<file path="src/hdl/ols_pkg.sv">
`default_nettype none
// ----------------------------------------------------------------------------
// ols_pkg: shared types and codes for the ordered list store
// Request and response payloads, request kinds, status codes and the
// command set that the top level broadcasts along the row of cells.
// ----------------------------------------------------------------------------
package ols_pkg;

	// request kinds
	localparam logic [2:0] REQ_PUSH_BACK  = 3'd0;
	localparam logic [2:0] REQ_PUSH_FRONT = 3'd1;
	localparam logic [2:0] REQ_POP_BACK   = 3'd2;
	localparam logic [2:0] REQ_POP_FRONT  = 3'd3;
	localparam logic [2:0] REQ_ERASE      = 3'd4;
	localparam logic [2:0] REQ_INSERT     = 3'd5;

	// response status
	localparam logic [1:0] STS_OK     = 2'd0;
	localparam logic [1:0] STS_BADPOS = 2'd1;
	localparam logic [1:0] STS_EMPTY  = 2'd2;
	localparam logic [1:0] STS_FULL   = 2'd3;

	// cell commands
	localparam logic [2:0] OP_HOLD       = 3'd0;
	localparam logic [2:0] OP_INSERT     = 3'd1; // open a slot at sel, load value
	localparam logic [2:0] OP_SHIFT_DOWN = 3'd2; // every cell takes its upper neighbor
	localparam logic [2:0] OP_MARK       = 3'd3; // flag matches and unused cells as holes
	localparam logic [2:0] OP_BUBBLE     = 3'd4; // one compaction step

	typedef struct packed {
		logic [2:0]         req_type;
		logic signed [31:0] value;
		logic [6:0]         position;
	} req_t;

	typedef struct packed {
		logic [1:0]         status;
		logic [6:0]         entry_count;
		logic signed [31:0] front_value;
		logic signed [31:0] back_value;
		logic [6:0]         removed_count;
	} rsp_t;

	typedef struct packed {
		logic [2:0]         op;
		logic signed [31:0] value;
	} ctl_t;

endpackage
`default_nettype wire

</file>
<file path="src/hdl/ols_cell.sv">
`default_nettype none
// ----------------------------------------------------------------------------
// ols_cell: one slot of the list
// Holds one value and a hole flag; trades data with its two neighbors.
// ----------------------------------------------------------------------------
module ols_cell import ols_pkg::*; #(
	parameter int CNT_W = 7,
	parameter int IDX   = 0
) (
	input  logic               clk,
	input  logic               arst_n,
	input  ctl_t               ctl,
	input  logic [CNT_W-1:0]   sel,
	input  logic signed [31:0] prev_value,
	input  logic               prev_hole,
	input  logic signed [31:0] next_value,
	input  logic               next_hole,
	output logic signed [31:0] value,
	output logic               hole
);

	localparam logic [CNT_W-1:0] MY_IDX = CNT_W'(IDX);

	logic signed [31:0] val_q;
	logic               hole_q;

	always_ff @(posedge clk) begin
		case (ctl.op)
			OP_INSERT: begin
				if (MY_IDX > sel) begin
					val_q <= prev_value;
				end else if (MY_IDX == sel) begin
					val_q <= ctl.value;
				end
			end
			OP_SHIFT_DOWN: begin
				val_q <= next_value;
			end
			OP_BUBBLE: begin
				if (hole_q && !next_hole) begin
					val_q <= next_value;
				end
			end
			default: begin
			end
		endcase
	end

	always_ff @(posedge clk or negedge arst_n) begin
		if (!arst_n) begin
			hole_q <= 1'b0;
		end else begin
			case (ctl.op)
				OP_MARK: begin
					hole_q <= (MY_IDX >= sel) || (val_q == ctl.value);
				end
				OP_BUBBLE: begin
					// a hole swaps with a filled upper neighbor
					if (hole_q && !next_hole) begin
						hole_q <= 1'b0;
					end else if (!hole_q && prev_hole) begin
						hole_q <= 1'b1;
					end
				end
				default: begin
				end
			endcase
		end
	end

	assign value = val_q;
	assign hole  = hole_q;

endmodule
`default_nettype wire

</file>
<file path="config.mk">
export PLATFORM = sky130hd
export DESIGN_NAME = ols_cell
export DESIGN_NICKNAME = d
export VERILOG_FILES = /design/src/hdl/ols_pkg.sv /design/src/hdl/ols_cell.sv
export SDC_FILE = /design/constraint.sdc
export NUM_CORES = 1
export LEC_CHECK = 0
export BUFFER_PORTS_ARGS = -buffer_cell sky130_fd_sc_hd__buf_2
export CAP_MARGIN = 30
export CELL_PAD_IN_SITES_DETAIL_PLACEMENT = 0
export CELL_PAD_IN_SITES_GLOBAL_PLACEMENT = 1
export CORE_MARGIN = 2
export CORE_UTILIZATION = 29
export CTS_CLUSTER_DIAMETER = 200
export DETAILED_ROUTE_END_ITERATION = 16
export PLACE_DENSITY_LB_ADDON = 0.1
export RECOVER_POWER = 100
export SLEW_MARGIN = 40
export SYNTH_ARGS = -nofsm -noshare
export SYNTH_HDL_FRONTEND = slang
export SYNTH_SLANG_ARGS = --single-unit
export TNS_END_PERCENT = 30
</file>
<file path="constraint.sdc">
create_clock -name clk -period 4.8 [get_ports clk]
set_input_delay 1.2 -clock clk [delete_from_list [all_inputs] [get_ports clk]]
set_output_delay 1.2 -clock clk [all_outputs]
set_load 0.05 [all_outputs]
</file>
==> results.md, run 1 <==
* Status: finished, final reports clean
* DRT iter0 DRCs at 51
* IO buf count at 110
* Final Hold Vio Count at 0
* Initial antenna violation count at 0
* Share of flip-flops with an asynchronous set or reset at 3.03%
* Count leader, synth: xnor2_1
* Hold slack at 686 ps
* Syn_nets at 240
* Slew @ Worst Pin at 1020 ps
* Core Region at 6240 µm²
* CTS Buf Count at 5
* DRT antenna net count at 0
* Fin Clk Skew at 7.56 ps
* Lkg Pwr at 0.923 nW
* Final setup viols at 0
* Post-route insts no fill at around 320
* Synth area leaders: edfxtp_1 52%, mux2_2 19%, xnor2_1 16%, nand4_1 2.7%, buf_6 2.4%
* RSZ-0062 raised after global routing: false
* Vias per cell at 4.46
* Seq/Total Area, Yosys at 53.3%
* GRT overflow at 0
* Htree depth at 2
* First-pass GRT wire length at 6.87 mm
* Crit path launch type: input pin
* Die area at ~7000 µm²
* Worst R2R Start: hole
* Ys flop type: edfxtp_1
* Max cap viols at 0
* Routability Congestion at 0.697
* Diode count at 0
* Mapped Area at 1850 µm²
* Max FO, Critical Path at 12
* Final Cycle Share at 74.0%
* Cells after Synth at between 100 and 150
* Clk pin slew, worst setup/hold paths at 70 ps
* NumNets Final at 356
* CTS tree: yes
* DRC violation count after routing at 0
* Die X at ~84 µm
* CTS sink count at 33
* Layout cell share with drive strength beyond 1 at between 40% and 50%
* Yosys reg bits at 33
* Crit. End Element: flip-flop
* Maximum clock insertion buffer count at 2
* WL/cell at ~13 µm
* Footprint of the multi-input gates at just over 800 µm²
* Largest net degree at the start of global routing at 19
* Gr usage total at 12.5%
* DRT Pass-1 Iters at 3
* # placed instances at 316
* Number of flops mapped to enable cells by yosys at 32
* CTS root buf: clkbuf_8
* Worst Hold Class: in -> async
* Final setup margin at ~1200 ps
* Setup Buffers After CTS at 0
* Row count at 29
* I/O pin count at 143
* Hold Buf Count CTS at 0
* Setup WS pre-CTS at ~1700 ps
* Ys Warns at 0
* WP data required at between 4000 and 5000 ps
* Area leader, netlist: edfxtp_1
* Synth cell types at 19
* Sum Neg Setup Slack at 0 ps
* Pins Over Slew Limit at 0
* Pwr dens at 287 nW/µm²
* CP Class: in -> reg
* # resized after CTS at 0
* Clock latency on the worst-skew pair at 280 ps
* Peak Freq at 282 MHz
* Via count at about 1.4k
* Vias in the first global route at 1,403
* Fill cells at 641
* Die Y at 83.9 µm
* Peak supply drop at ~0.00011 V
* Crit path from: ctl[34]
* Yosys top cell area share at between 50 and 60%
* Top cells by count, synth: 33 x xnor2_1, 32 x edfxtp_1, 31 x mux2_2
* Layout area overhead at 36.1%
* Hpwl dp at 3.45 mm
* Worst EP arrival at 3580 ps
* Register area at 986 µm²
* Slew HR at 32.0%
* Starting density of the core at 29.6%
* Routed WL at 4.32 mm
* Min Tclk post-route at roughly 3600 ps
* Syn Area/Cell at 14.2 µm²
-- critical path, cell delays in order --
cell and delay (ps):
clkbuf_1 280, xnor2_1 120, nor2_1 750, clkbuf_1 650, buf_8 230, mux2_2 340
-- placed cells by master, fill, tap and decap left out --
| master | count |
|---|---|
| buf_2 | 75 |
| clkbuf_1 | 38 |
| xnor2_1 | 33 |
| edfxtp_1 | 32 |
| mux2_2 | 31 |
| nand4_1 | 8 |
| clkbuf_8 | 5 |
| nor2_1 | 4 |
| nand2_1 | 4 |
| nor4_1 | 3 |
| nor3_1 | 2 |
| mux2_4 | 1 |
| inv_1 | 1 |
| mux2i_1 | 1 |
| o32ai_4 | 1 |
| a21oi_1 | 1 |
| o22ai_1 | 1 |
| a41oi_1 | 1 |
| a31oi_1 | 1 |
| clkinv_1 | 1 |
| dfrtp_1 | 1 |
| buf_8 | 1 |
-- state kept, by name, indices dropped and copies added (netlist names) --
register and flops:
value 32, hole 1
-- final cells by class --
class                      instances  share of cell area (%)
multi-input combinational         92                    32.8
inverter                           1                   0.149
clock inverter                     1                   0.149
tap                               77                    3.83
timing repair buffer             113                    21.0
clock buffer                       6                    2.88
sequential                        33                    39.2
-- metrics by stage --
step / area, µm² / power (mW) / utilization, %
2_1_floorplan: 1850 / 0.476 / -
6_report: 2520 / 0.723 / 40.3
3_5_place_dp: 2510 / 0.541 / 40.2
3_3_place_gp: 2480 / 0.536 / 39.7
4_1_cts: 2580 / 0.739 / 41.4
5_1_grt: 2520 / 0.760 / 40.3
-- report_power, final --
part	switching, mW	internal (mW)
clock	0.0998	0.0978
combinational	0.104	0.0748
sequential	0.00900	0.338
-- cell families after synthesis --
kind of cell / after synthesis / share of synthesized area [%]
multiplexers: 33 / 20.2
flip-flops: 33 / 53.3
XOR/XNOR: 33 / 15.6
buffers and inverters: 5 / 2.64
AO/OA/AOI/OAI: 5 / 1.89
AND/OR/NAND/NOR: 21 / 6.29
-- path summary, 6_finish.rpt --
| path | slack [ps] | depth (start not counted) | endpoint |
|---|---|---|---|
| worst max-delay path | 1250 | 6 | value[11] |
| worst min-delay path | 690 | 1 | hole |
| worst max register to register | 2410 | 3 | value[21] |
| worst min register to register | 730 | 5 | hole |
| max in group asynchronous | 4030 | 1 | hole |
| min in group clk | 730 | 5 | hole |
-- per-layer routing --
metal  GRT usage [%]  wire [µm]
met1            16.7       1880
met2            19.1       2070
met3            4.55        337
met4            3.52         24
met5               0          0
No activity file was read; power rests on OpenSTA's default activity.
==> run 2, diff against run 1 <==
ABC_AREA = 1   (was default)
CORE_UTILIZATION = 28   (was 29)
clock period = 3.7 ns   (was 4.8 ns; I/O delays follow)
==> run 2 against run 1 <==
Effect of this change: final area up 6.7%; non-clock buffer count is the same; area after synthesis rose by 7.5%; routed wire length is 12% higher; register-to-register slack worse by 40 ps; combinational power increased by 60%; critical path depth increased by 1; sequential power up 35%; count of clock-buffer cells in the layout down 1; via count rose by 17%; highest routed layer unchanged.
==> results.md, run 2 <==
* Final core occ at 39.3%
* WL/cell at 11.6 µm
* Final setup viols at 0
* # resized after CTS at 0
* Top cells by count, synth: 63 x nand2_1, 32 x edfxtp_1, 23 x inv_1, 23 x mux2_2, 23 x xnor2_1
* Commonest non-fill, non-tap cell in the layout: buf_2
* RSZ-0062 raised after global routing: false
* Layout area overhead at 35.1%
* Final setup margin at 935 ps
* Setup WS pre-CTS at between 1000 and 1500 ps
* Pwr dens at 385 nW/µm²
* Number of flops mapped to enable cells by yosys at 32
* Diode count at 0
* I/O pin count at 143
* Min Tclk post-route at ~2800 ps
* Htree depth at 2
* # placed instances at 410
* Sum Neg Setup Slack at 0 ps
* Cell Area, Placed at 2650 µm²
* Hold slack at between 300 and 400 ps
* CTS tree: yes
* Final Cycle Share at 74.7%
* Core Region at 6830 µm²
* Maximum clock insertion buffer count at 2
* Critical path's slowest cell: nand2_1
* Synth cell types at 18
* Starting density of the core at 29.1%
* NumNets Final at 431
* Slew @ Worst Pin at approximately 940 ps
* Slew HR at between 30% and 40%
* Gr usage total at 12.5%
* DRT iter0 DRCs at 72
* Yosys top cell area share at 48.3%
* Yosys reg bits at 33
* Count leader, synth: nand2_1
* Initial antenna violation count at 0
* First-pass GRT wire length at 7.42 mm
* Largest net degree at the start of global routing at 24
* Largest stage delay on the critical path at about 690 ps
* Layout cell share with drive strength beyond 1 at about a third
* Crit path launch type: input pin
* Ys Warns at 0
* CP Class: in -> reg
* GRT overflow at 0
* Setup Buffers After CTS at 0
* Post-route insts no fill at around 420
* Final design area excluding fillers at 2690 µm²
* Routed WL at 4.85 mm
* Worst-path cell chain: clkbuf_1, nor3_2, inv_2, nand2_1, nor2_1, a211oi_4, buf_4
* IO buf count at between 100 and 150
* DRT Pass-1 Iters at 4
* Worst R2R Start: hole
* Fin Clk Skew at 3.15 ps
* CTS root buf: clkbuf_8
* Max FO, Critical Path at 23
* Peak supply drop at 0.000150 V
* DRC violation count after routing at 0
* Peak Freq at 362 MHz
* Pins Over Slew Limit at 0
* Die X at 88.3 µm
* Final Hold Vio Count at 0
* Crit path buffers/inverters at 3
* Die area at 7790 µm²
* Synth area leaders: edfxtp_1 48%, mux2_2 13%, nand2_1 12%, xnor2_1 10%, inv_1 4.3%
* Clk pin slew, worst setup/hold paths at 80 ps
* Crit path from: ctl[32]
* Max cap viols at 0
* Max FFs per register at 32
* WP data required at ~3700 ps
* Crit. End Element: flip-flop
* CTS Buf Count at 5
* Mapped Area at roughly 2000 µm²
* Routability Congestion at between 0.7 and 0.8
* Hpwl dp at 3.85 mm
* Worst Hold Class: in -> async
* Die Y at slightly below 90 µm
* DRT antenna net count at 0
* Cells after Synth at roughly 210
* Clock latency on the worst-skew pair at 290 ps
* Fill cells at 740
* Total power at 1.03 mW
* Seq/Total Area, Yosys at 49.6%
* Syn_nets at roughly 320
* Status: finished, final reports clean
* Area leader, netlist: edfxtp_1
* Vias per cell at around 4
* Syn Area/Cell at 9.70 µm²
* Lkg Pwr at roughly 1.2 nW
* Ys flop type: edfxtp_1
* CP delay by family, top: simple AND/OR/NAND/NOR gates
* Share of flip-flops with an asynchronous set or reset at around 3.0%
* CTS sink count at 33
* Worst EP arrival at 2740 ps
* Commonest non-fill, non-tap cells in the layout: 75 x buf_2, 64 x nand2_1, 35 x clkbuf_1
* Row count at 30
* Vias in the first global route at 1,606
* Via count at roughly 1.7k
* Hold Buf Count CTS at 0
==> run 2: cell count changes after synthesis, sizes merged, moves of 2 or more <==
cell | previous run | this run
xnor2 | 33 | 23
mux2 | 32 | 23
nand2 | 4 | 64
nor4 | 3 | 1
nor2 | 4 | 17
o21ai | 0 | 10
inv | 1 | 24
nand4 | 8 | 0
==> run 2: cell families (layout without fill, tap and decap cells) <==
kind of cell | after synthesis | after routing | share of synthesized area [%]
simple gates | 84 | 84 | 16.7
compound gates | 14 | 14 | 4.03
mux | 23 | 23 | 13.0
flops | 33 | 33 | 49.6
buf+inv | 28 | 145 | 6.48
xor+xnor | 23 | 23 | 10.1
==> run 2: report_power, final <==
part,total (mW),leakage (nW),internal (mW),switching (mW)
Combinational,0.286,0.802,0.0999,0.186
Sequential,0.470,0.313,0.450,0.0202
Clock,0.276,0.0439,0.130,0.146
==> run 2: layout make-up <==
| type | count | area [µm²] | area share (%) |
|---|---|---|---|
| timing repair buffer | 113 | 529 | 19.7 |
| clock inverter | 3 | 17.5 | 0.652 |
| tap | 96 | 120 | 4.47 |
| multi-input combinational | 144 | 873 | 32.5 |
| sequential | 33 | 986 | 36.7 |
| inverter | 24 | 90.1 | 3.36 |
| clock buffer | 5 | 68.8 | 2.56 |
==> run 2: layer usage <==
metal	GRT usage, %	share of wire (%)	vias up
met5	0	0	-
met4	3.72	0.82	0
met3	4.76	8.3	5
met2	19.8	46	63
met1	15.9	45	721
li1	-	-	897
==> run 2: worst paths after layout <==
kind                            cells after the start  slack, ps        end
min in group clk                                    2        610       hole
worst max register to register                      3       2370  value[10]
worst min-delay path                                1        400       hole
worst max-delay path                                7        940  value[10]
max in group asynchronous                           1       3210       hole
worst min register to register                      2        610       hole
